`src/rtl/csm_pkg.sv`:
```
package csm_pkg;

  localparam int unsigned TICK_BITS = 55;
  localparam int unsigned TDATA_IN_BITS = 56;
  localparam int unsigned TDATA_OUT_BITS = 8;
  localparam int unsigned CFG_INDEX_BITS = 3;
  localparam int unsigned CFG_DATA_BITS = 17;

  localparam logic [CFG_INDEX_BITS-1:0] REG_MINUTE_WINDOW = 3'd0;
  localparam logic [CFG_INDEX_BITS-1:0] REG_HOUR_WINDOW = 3'd1;
  localparam logic [CFG_INDEX_BITS-1:0] REG_DAY_WINDOW = 3'd2;
  localparam logic [CFG_INDEX_BITS-1:0] REG_MONTH_WINDOW = 3'd3;
  localparam logic [CFG_INDEX_BITS-1:0] REG_WEEKDAY_WINDOW = 3'd4;
  localparam logic [CFG_INDEX_BITS-1:0] REG_MIN_GAP = 3'd5;

  localparam logic [11:0] MINUTE_WINDOW_RESET = 12'd3776;
  localparam logic [9:0] HOUR_WINDOW_RESET = 10'd736;
  localparam logic [9:0] DAY_WINDOW_RESET = 10'd992;
  localparam logic [7:0] MONTH_WINDOW_RESET = 8'd192;
  localparam logic [5:0] WEEKDAY_WINDOW_RESET = 6'd56;
  localparam logic [16:0] MIN_GAP_RESET = 17'd59;

  // Declared from the top bit down, so now_seconds lands in the lowest bits.
  typedef struct packed {
    logic [2:0] weekday;
    logic [3:0] month;
    logic [4:0] day_of_month;
    logic [4:0] hour;
    logic [5:0] minute;
    logic [31:0] now_seconds;
  } tick_t;

  typedef struct packed {
    logic [11:0] minute_window;
    logic [9:0] hour_window;
    logic [9:0] day_window;
    logic [7:0] month_window;
    logic [5:0] weekday_window;
    logic [16:0] min_gap;
  } cfg_t;

  typedef struct packed {
    logic fire;
    logic catch_up;
  } upd_t;

  function automatic logic in_window(input logic [5:0] v, input logic [5:0] lo,
                                     input logic [5:0] hi);
    in_window = (v >= lo) && (v <= hi);
  endfunction

endpackage

```
`src/rtl/cron_schedule_matcher.sv`:
```
// Input register, then evaluation, then output register. One request per cycle
// while the output is not stalled; the evaluation stage reads and updates the
// last-run state in the same cycle, so consecutive ticks see each other's effects.
// Reset clears the stage valids, the last-run state and has-run flag, and loads
// the window registers with full windows and a 59 second minimum gap.
module cron_schedule_matcher import csm_pkg::*; #(
  parameter int unsigned TIME_BITS = 32
) (
  input  logic                      clk,
  input  logic                      rst,
  input  logic                      s_axis_tvalid,
  output logic                      s_axis_tready,
  // now_seconds[31:0], minute[37:32], hour[42:38], day_of_month[47:43],
  // month[51:48], weekday[54:52], zero fill [55]
  input  logic [TDATA_IN_BITS-1:0]  s_axis_tdata,
  output logic                      m_axis_tvalid,
  input  logic                      m_axis_tready,
  // fire[0], zero fill [7:1]
  output logic [TDATA_OUT_BITS-1:0] m_axis_tdata,
  input  logic                      cfg_valid,
  output logic                      cfg_ready,
  input  logic [CFG_INDEX_BITS-1:0] cfg_index,
  input  logic [CFG_DATA_BITS-1:0]  cfg_data
);

  cfg_t                 cfg;
  tick_t                in_tick;
  logic                 in_valid;
  logic                 fire_q;
  logic [TIME_BITS-1:0] last_run_time;
  logic                 last_run_valid;
  logic                 has_run;
  logic                 process;
  upd_t                 upd;
  logic [TIME_BITS-1:0] catch_up_time;

  assign process = in_valid && (!m_axis_tvalid || m_axis_tready);
  assign s_axis_tready = !in_valid || process;
  assign cfg_ready = 1'b1;
  assign m_axis_tdata = {{(TDATA_OUT_BITS-1){1'b0}}, fire_q};

  csm_eval #(
    .TIME_BITS(TIME_BITS)
  ) u_eval (
    .tick          (in_tick),
    .cfg           (cfg),
    .last_run_time (last_run_time),
    .last_run_valid(last_run_valid),
    .has_run       (has_run),
    .upd           (upd),
    .catch_up_time (catch_up_time)
  );

  always_ff @(posedge clk) begin
    if (rst) begin
      cfg.minute_window <= MINUTE_WINDOW_RESET;
      cfg.hour_window <= HOUR_WINDOW_RESET;
      cfg.day_window <= DAY_WINDOW_RESET;
      cfg.month_window <= MONTH_WINDOW_RESET;
      cfg.weekday_window <= WEEKDAY_WINDOW_RESET;
      cfg.min_gap <= MIN_GAP_RESET;
    end else if (cfg_valid && cfg_ready) begin
      unique case (cfg_index)
        REG_MINUTE_WINDOW: cfg.minute_window <= cfg_data[11:0];
        REG_HOUR_WINDOW: cfg.hour_window <= cfg_data[9:0];
        REG_DAY_WINDOW: cfg.day_window <= cfg_data[9:0];
        REG_MONTH_WINDOW: cfg.month_window <= cfg_data[7:0];
        REG_WEEKDAY_WINDOW: cfg.weekday_window <= cfg_data[5:0];
        REG_MIN_GAP: cfg.min_gap <= cfg_data;
        default: begin
        end
      endcase
    end
  end

  always_ff @(posedge clk) begin
    if (rst) begin
      in_valid <= 1'b0;
    end else if (s_axis_tvalid && s_axis_tready) begin
      in_valid <= 1'b1;
    end else if (process) begin
      in_valid <= 1'b0;
    end
  end

  always_ff @(posedge clk) begin
    if (s_axis_tvalid && s_axis_tready) begin
      in_tick <= tick_t'(s_axis_tdata[TICK_BITS-1:0]);
    end
  end

  always_ff @(posedge clk) begin
    if (rst) begin
      m_axis_tvalid <= 1'b0;
    end else if (process) begin
      m_axis_tvalid <= 1'b1;
    end else if (m_axis_tready) begin
      m_axis_tvalid <= 1'b0;
    end
  end

  always_ff @(posedge clk) begin
    if (process) begin
      fire_q <= upd.fire;
    end
  end

  always_ff @(posedge clk) begin
    if (rst) begin
      last_run_valid <= 1'b0;
      has_run <= 1'b0;
    end else if (process) begin
      if (upd.fire || upd.catch_up) begin
        last_run_valid <= 1'b1;
      end
      if (upd.fire) begin
        has_run <= 1'b1;
      end
    end
  end

  always_ff @(posedge clk) begin
    if (rst) begin
      last_run_time <= '0;
    end else if (process) begin
      if (upd.fire) begin
        last_run_time <= TIME_BITS'(in_tick.now_seconds);
      end else if (upd.catch_up) begin
        last_run_time <= catch_up_time;
      end
    end
  end

`ifndef SYNTHESIS
  a_has_run_implies_valid: assert property (@(posedge clk) disable iff (rst)
    has_run |-> last_run_valid)
    else $error("has_run set without a recorded run");

  a_fire_records_run: assert property (@(posedge clk) disable iff (rst)
    (process && upd.fire) |=> (has_run && last_run_valid && m_axis_tvalid && fire_q))
    else $error("firing did not record the run");

  a_catch_up_no_fire: assert property (@(posedge clk) disable iff (rst)
    (process && upd.catch_up) |=> (m_axis_tvalid && !fire_q && last_run_valid))
    else $error("catch-up tick fired or left no record");

  a_has_run_sticky: assert property (@(posedge clk) disable iff (rst)
    has_run |=> has_run)
    else $error("has_run cleared outside reset");

  a_stall_only_when_full: assert property (@(posedge clk) disable iff (rst)
    !s_axis_tready |-> (in_valid && m_axis_tvalid && !m_axis_tready))
    else $error("input stalled without a full pipeline");
`endif

endmodule

```
`src/rtl/csm_eval.sv`:
```
module csm_eval import csm_pkg::*; #(
  parameter int unsigned TIME_BITS = 32
) (
  input  tick_t                tick,
  input  cfg_t                 cfg,
  input  logic [TIME_BITS-1:0] last_run_time,
  input  logic                 last_run_valid,
  input  logic                 has_run,
  output upd_t                 upd,
  output logic [TIME_BITS-1:0] catch_up_time
);

  logic [31:0] diff;
  logic        gap_ok;
  logic [5:0]  mlo;
  logic [5:0]  mhi;
  logic        single_past;
  logic        need_gap;
  logic        min_ok;
  logic        hour_ok;
  logic        day_ok;
  logic        month_ok;
  logic        weekday_ok;
  logic [5:0]  minutes_late;
  logic [11:0] offset;

  // Wrapped difference read as signed; a negative gap never counts as exceeded.
  assign diff = tick.now_seconds - last_run_time[31:0];
  assign gap_ok = !diff[31] && (diff[30:0] > {14'd0, cfg.min_gap});

  assign mlo = cfg.minute_window[5:0];
  assign mhi = cfg.minute_window[11:6];
  assign single_past = (mlo == mhi) && (tick.minute > mhi);
  assign need_gap = !has_run || gap_ok;

  assign hour_ok = in_window({1'b0, tick.hour}, {1'b0, cfg.hour_window[4:0]},
                             {1'b0, cfg.hour_window[9:5]});
  assign day_ok = in_window({1'b0, tick.day_of_month}, {1'b0, cfg.day_window[4:0]},
                            {1'b0, cfg.day_window[9:5]});
  assign month_ok = in_window({2'b0, tick.month}, {2'b0, cfg.month_window[3:0]},
                              {2'b0, cfg.month_window[7:4]});
  assign weekday_ok = in_window({3'b0, tick.weekday}, {3'b0, cfg.weekday_window[2:0]},
                                {3'b0, cfg.weekday_window[5:3]});

  always_comb begin
    if (single_past) begin
      min_ok = last_run_valid && gap_ok;
    end else begin
      min_ok = in_window(tick.minute, mlo, mhi) && need_gap;
    end
  end

  assign upd.fire = min_ok && hour_ok && day_ok && month_ok && weekday_ok && need_gap;
  assign upd.catch_up = single_past && !last_run_valid;

  // Sixty seconds per missed minute, as 64x - 4x.
  assign minutes_late = tick.minute - mhi;
  assign offset = {minutes_late, 6'd0} - {4'd0, minutes_late, 2'd0};
  assign catch_up_time = TIME_BITS'(tick.now_seconds) - TIME_BITS'(offset);

endmodule
```
`config.mk`:
```
export PLATFORM = sky130hd
export DESIGN_NAME = cron_schedule_matcher
export DESIGN_NICKNAME = d
export VERILOG_FILES = /design/src/rtl/csm_pkg.sv /design/src/rtl/cron_schedule_matcher.sv /design/src/rtl/csm_eval.sv
export SDC_FILE = /design/constraint.sdc
export NUM_CORES = 1
export LEC_CHECK = 0
export BUFFER_PORTS_ARGS = -buffer_cell sky130_fd_sc_hd__clkbuf_2
export CORE_AREA = 2 2 141 143
export DETAILED_ROUTE_END_ITERATION = 12
export DIE_AREA = 0 0 143 145
export PLACE_DENSITY = 0.78
export SYNTH_ARGS = -nofsm -noshare
export SYNTH_HDL_FRONTEND = slang
export SYNTH_HIERARCHICAL = 1
export SYNTH_SLANG_ARGS = --single-unit
```
`constraint.sdc`:
```
create_clock -name clk -period 4.68 [get_ports clk]
set_input_delay 0.468 -clock clk [delete_from_list [all_inputs] [get_ports clk]]
set_output_delay 0.468 -clock clk [all_outputs]
set_load 0.01 [all_outputs]
```
==> summary.txt, run 1 <==
run status = finished, violations left
failing checks = negative setup slack
Power per Cell Area = 307 nW/um^2
Tot GR Track Use = 28.4%
most frequent cells in the layout = 122 x buf_4, 108 x inv_1, 106 x ha_1
HP Start = s_axis_tdata[50]
Worst setup EP type = register
Routed WL = 30,400 microns
achievable clock frequency = 189 MHz
share of cells above drive strength 1 = 25.4%
Hold WC Path Type = in -> reg
clk buf depth = 2
final RePlAce weighted congestion = 0.925
root buf cell = clkbuf_16
CP required = 4.97 ns
number of I/O port buffers = 82
largest family of logic cells by synthesized area = compound AO/OA/AOI/OAI gates
first-pass GRT wire length = 46,500 microns
Post-Synth Adder-Cell Area = 13.5%
Filler cells = 1,377
Worst-Skew Late Latency = 0.43 ns
worst r2r path cells = 27
placed instance area = 11,700 sq um
post-DP HPWL = 19,600 microns
clk_skew = 0.00893 ns
Post-synth EDFFs = 56
Synth Area in Simple Gates = 14.0%
global route overflow = 0
worst reg2reg startpoint = in_tick[0]
largest net degree at the start of global routing = 80
clock sinks = 155
Top FF cell, synth = dfxtp_1
drt wl/cell = 19.2 microns
Site Rows = 51
final worst setup slack = -0.609 ns
H-tree depth = 4
Pre-antenna DRT Iters = 7
vias per cell = 6.02
worst slew pin tran = 0.839 ns
Netlist cell types = 75
fin crit period = 5.29 ns
max cap viols = 0
I/O pins = 92
RSZ-0062 raised after global routing = yes
Initial Util = 54.0%
core area = 19,200 sq um
Mean Syn Cell Area = 9.22 sq um
number of synthesized register bits = 155
Cell Area, Synth = 10,400 sq um
XOR/XNOR Fraction of Synth Area = 5.40%
most common cell after layout, fill and taps aside = buf_4
Worst path slowest cell = edfxtp_1
vias in the first global route = 9,150
Die W = 143 microns
final period utilization = 113%
Final nets = 1,494
Seq/Total Area, Yosys = 35.3%
antenna cells = 0
Fin. Hold Viols = 0
Crit path arrival time = 5.58 ns
CP max stage delay = 0.41 ns
Min Hold Slack = 0.208 ns
Starting DRT DRC Count = 965
WHS Path Cells = 1
Area growth, synth to finish = 23.7%
die area = 20,700 sq um
Antenna Violating Nets Remaining = 0
DR DRC count = 0
reg2reg setup slack = -0.61 ns
TritonCTS Buffers = 17
CTS tree = built
Pleak = 5.17 nW
Setup CP Type = reg -> reg
Syn Inst Count = 1,125
post-synthesis mux area share = 5.69%
FF-to-FF End = last_run_time[20]
Rel. slew slack = 44.1%
initial antenna violation count = 0
Design Area, Final = 12,800 sq um
asr flop ratio synth = 0%
post-synthesis compound-gate area fraction = 18.9%
Setup violations, final = 35
# hold bufs at CTS = 0
Yosys Warn Count = 6
vias = 9,512
Final Max Tran Viols = 0
Reg clk slew, reported paths = 0.07 ns
Worst Path Max Fanout = 11
CP startpoint kind = register
worst vdd ir = 0.000264 V
hold path endpoint = in_tick[50]
Die H = 145 microns
final cells by class:
type / instances / area, sq um / share of cell area, %
repair buffers: 210 / 1470 / 11.4
inverters: 109 / 409 / 3.19
clock buffers: 22 / 517 / 4.03
multi-input cells: 810 / 6350 / 49.5
flip-flops and latches: 155 / 3660 / 28.5
well taps: 265 / 332 / 2.58
clock inverters: 10 / 90.1 / 0.702
power by group:
part | internal, W | total, W | switching (W)
Sequential | 0.00145 | 0.00149 | 0.0000420
Clock | 0.000804 | 0.00140 | 0.000601
Combinational | 0.000468 | 0.00105 | 0.000582
Total | 0.00272 | 0.00394 | 0.00123
cell families after synthesis:
group	count (synthesis)
other	2
multiplexers	59
flip-flops	155
adder cells (fa/ha/maj)	110
buffers and inverters	171
XOR/XNOR	64
AND/OR/NAND/NOR	285
AO/OA/AOI/OAI	279
what timing repair did:
item,in CTS,in global routing
pin swaps,9,9
setup buffers,5,4
gates cloned,5,4
gates resized for setup,37,24
endpoints found under the setup margin,35,35
synth_stat cells, drive strengths merged, types with 3 or more instances:
cell / n / area share [%]
a21o: 20 / 1.4
nor4: 6 / 0.36
inv: 109 / 3.9
o21a: 8 / 0.58
or3: 8 / 0.48
nand4: 11 / 0.66
or4: 3 / 0.22
nor2b: 17 / 1.0
o211ai: 4 / 0.29
nor3b: 3 / 0.22
nand4b: 4 / 0.34
buf: 33 / 2.2
nor2: 77 / 2.8
nand2: 58 / 2.1
nor4bb: 3 / 0.29
a211oi: 39 / 4.3
and3: 11 / 0.71
mux2i: 59 / 5.7
o21bai: 5 / 0.36
o21ai: 34 / 1.6
fa: 3 / 0.58
xnor2: 34 / 2.9
dfxtp: 99 / 19
a31o: 4 / 0.34
ha: 107 / 13
a31oi: 39 / 2.4
nor3: 38 / 1.8
a2111oi: 3 / 0.37
nor4b: 4 / 0.34
a41oi: 3 / 0.25
nand3: 12 / 0.58
xor2: 30 / 2.5
and2: 6 / 0.36
a21boi: 5 / 0.36
a21oi: 89 / 4.3
clkbuf: 29 / 1.1
nand2b: 15 / 0.90
edfxtp: 56 / 16
registers in the layout (all words and copies together) (netlist names):
register and count:
in_valid 1, cfg 63, last_run_time 32, has_run 1
m_axis_tvalid 1, in_tick 55, last_run_valid 1, fire_q 1
how the worst max path moves through the flow:
stage          startpoint                 to  slack [ns]  cells past startpoint
5_1_grt        in_tick[0]   last_run_time[8]       -0.88                     27
3_5_place_dp   in_tick[0]  last_run_time[31]       -0.61                     26
3_3_place_gp   in_tick[0]     last_run_valid       -0.42                     26
6_report       in_tick[0]  last_run_time[20]       -0.61                     27
2_1_floorplan  in_tick[8]  last_run_time[10]       -0.32                     26
4_1_cts        in_tick[0]   last_run_time[1]       -0.40                     27
critical path: cells and delay by family, from the launching register on:
kind                     cells  cell delay [ns]
AO/OA/AOI/OAI               11             1.80
XOR/XNOR                     1             0.14
adder cells (fa/ha/maj)      3             0.86
buffers and inverters        4             0.49
flip-flops                   1             0.41
AND/OR/NAND/NOR              8             1.45
stage by stage:
step           std cells  utilization, %  total power [W]  setup WS (ns)  TNS (ns)
2_1_floorplan       1131               -          0.00213         -0.318    -10.12
3_3_place_gp        1531            60.9          0.00242         -0.416    -12.58
3_5_place_dp        1531            60.9          0.00245         -0.611    -18.99
4_1_cts             1573            65.6          0.00388         -0.403    -12.91
5_1_grt             1581            66.8          0.00410         -0.881    -29.08
6_report            1581            66.8          0.00394         -0.609    -19.91
metal layers:
metal	vias to the layer above	share of wire [%]	wire length, microns	track usage, %
li1	4405	-	-	-
met1	4468	40	12200	37.6
met2	516	47	14200	45.4
met3	123	8.7	2640	5.45
met4	0	4.3	1290	11.4
met5	-	0	0	0
No activity file was read; power rests on OpenSTA's default activity.
==> run 2: changes to the inputs <==
GPL_TIMING_DRIVEN = 0   (was default)
==> run 2 against run 1 <==
Sequential power about the same. Non-clock buffer count decreased by 46. Final area decreased by 3.6%. Final cell count decreased by 3.2%. The run still ends with negative setup slack left. Worst setup slack got worse by 0.43 ns. Total power decreased by 4.3%.
==> summary.txt, run 2 (synthesis results as in run 1) <==
DR DRC count = 0
total power = 0.00378 W
Final Max Tran Viols = 0
number of I/O port buffers = 81
H-tree depth = 4
Filler cells = 1,494
vias per cell = 5.82
multi-input logic area = 6360 sq um
vias in the first global route = 8,533
worst slack at placement = -1.35 ns
Storage cell area = 3660 sq um
CP max stage delay = 0.47 ns
achievable clock frequency = 175 MHz
post-DP HPWL = 19,700 microns
Pleak = 4.84 nW
clk_skew = 0.0100 ns
most frequent cells in the layout = 108 x inv_1, 104 x ha_1, 99 x dfxtp_1
Worst Path Max Fanout = 10
Min Hold Slack = 0.204 ns
Rel. slew slack = 22.7%
Pre-antenna DRT Iters = 5
final worst setup slack = -1.04 ns
TritonCTS Buffers = 17
Antenna Violating Nets Remaining = 0
failing checks = negative setup slack
most common cell after layout, fill and taps aside = inv_1
worst slew pin tran = 1.16 ns
Initial Util = 54.0%
max cap viols = 0
Area growth, synth to finish = 19.3%
delay-heaviest family, CP = compound AO/OA/AOI/OAI gates
Routed WL = 27,900 microns
Crit path arrival time = 6.00 ns
root buf cell = clkbuf_16
antenna cells = 0
Worst path slowest cell = a2111oi_4
Setup CP Type = reg -> reg
I/O pins = 92
first-pass GRT wire length = 42,900 microns
top flop regs = cfg (63), in_tick (55), last_run_time (32)
share of cells above drive strength 1 = 20.1%
Fin. Hold Viols = 0
Reg clk slew, reported paths = 0.07 ns
Site Rows = 51
placed cell count = 1,478
vias = 8,898
Die H = 145 microns
Finished Core Util = 64.4%
core area = 19,200 sq um
Hold WC Path Type = in -> reg
Power per Cell Area = 305 nW/um^2
fin crit period = 5.72 ns
final period utilization = 122%
Starting DRT DRC Count = 728
Die W = 143 microns
CP required = 4.96 ns
Crit path buffers/inverters = 6
drt wl/cell = 18.2 microns
CTS tree = built
Worst setup EP type = register
# hold bufs at CTS = 0
run status = finished, violations left
CP startpoint kind = register
largest net degree at the start of global routing = 37
Tot GR Track Use = 26.2%
global route overflow = 0
final RePlAce weighted congestion = 0.967
Post-Layout Cell Count = 1,530
worst vdd ir = 0.000238 V
Worst-Skew Late Latency = 0.43 ns
Reg with most FFs = cfg
die area = 20,700 sq um
Setup violations, final = 35
RSZ-0062 raised after global routing = yes
initial antenna violation count = 0
clk buf depth = 2
Final nets = 1,443
most frequent CP cell = buf_4
max reg flops = 63
clock sinks = 155
## run 2: final cells by class
class,count,share of cell area (%)
repair buffers,105,5.23
flip-flops and latches,155,29.6
inverters,109,3.31
multi-input cells,805,51.4
well taps,265,2.68
clock buffers,22,3.93
clock inverters,10,0.657
plain buffers,59,3.20
## run 2: timing repair
item,CTS,global route
setup endpoints to repair,35,35
gates cloned,3,0
pin swaps,44,22
setup buffers,14,6
resized for setup,52,27
## run 2: worst paths after layout
| check | start | end | slack (ns) | depth (start not counted) |
|---|---|---|---|---|
| worst max-delay path | in_tick[0] | last_run_time[6] | -1.04 | 28 |
| worst min-delay path | s_axis_tdata[45] | in_tick[45] | 0.20 | 1 |
| worst max register to register | in_tick[0] | last_run_time[6] | -1.04 | 28 |
| worst min register to register | cfg[13] | cfg[13] | 0.46 | 2 |
## run 2: per-layer routing
metal / track usage (%) / part of all wire (%)
met5: 0 / 0
met4: 9.01 / 2.4
met3: 5.35 / 7.6
met2: 40.8 / 46
met1: 36.1 / 44
## run 2: metrics by stage
| step | area, sq um | setup TNS [ns] |
|---|---|---|
| after global routing | 12400 | -43.08 |
| after CTS | 12200 | -26.82 |
| after global placement | 11100 | -44.46 |
| final | 12400 | -33.23 |
| after floorplan | 10400 | -10.12 |
| after detailed placement | 11200 | -44.38 |
## run 2: power by group
group | internal [W] | switching [W] | leakage, nW
registers | 0.00145 | 0.0000488 | 1.35
clock network | 0.000750 | 0.000582 | 0.274
logic | 0.000393 | 0.000554 | 3.22
total | 0.00259 | 0.00119 | 4.84
## run 2: worst reg2reg max path: cells and delay by family (launching register included)
kind	cells	cell delay, ns
buf+inv	6	0.79
simple gates	7	1.11
compound gates	10	1.91
fa+ha+maj	3	0.85
xor+xnor	1	0.16
mux	1	0.36
flops	1	0.39
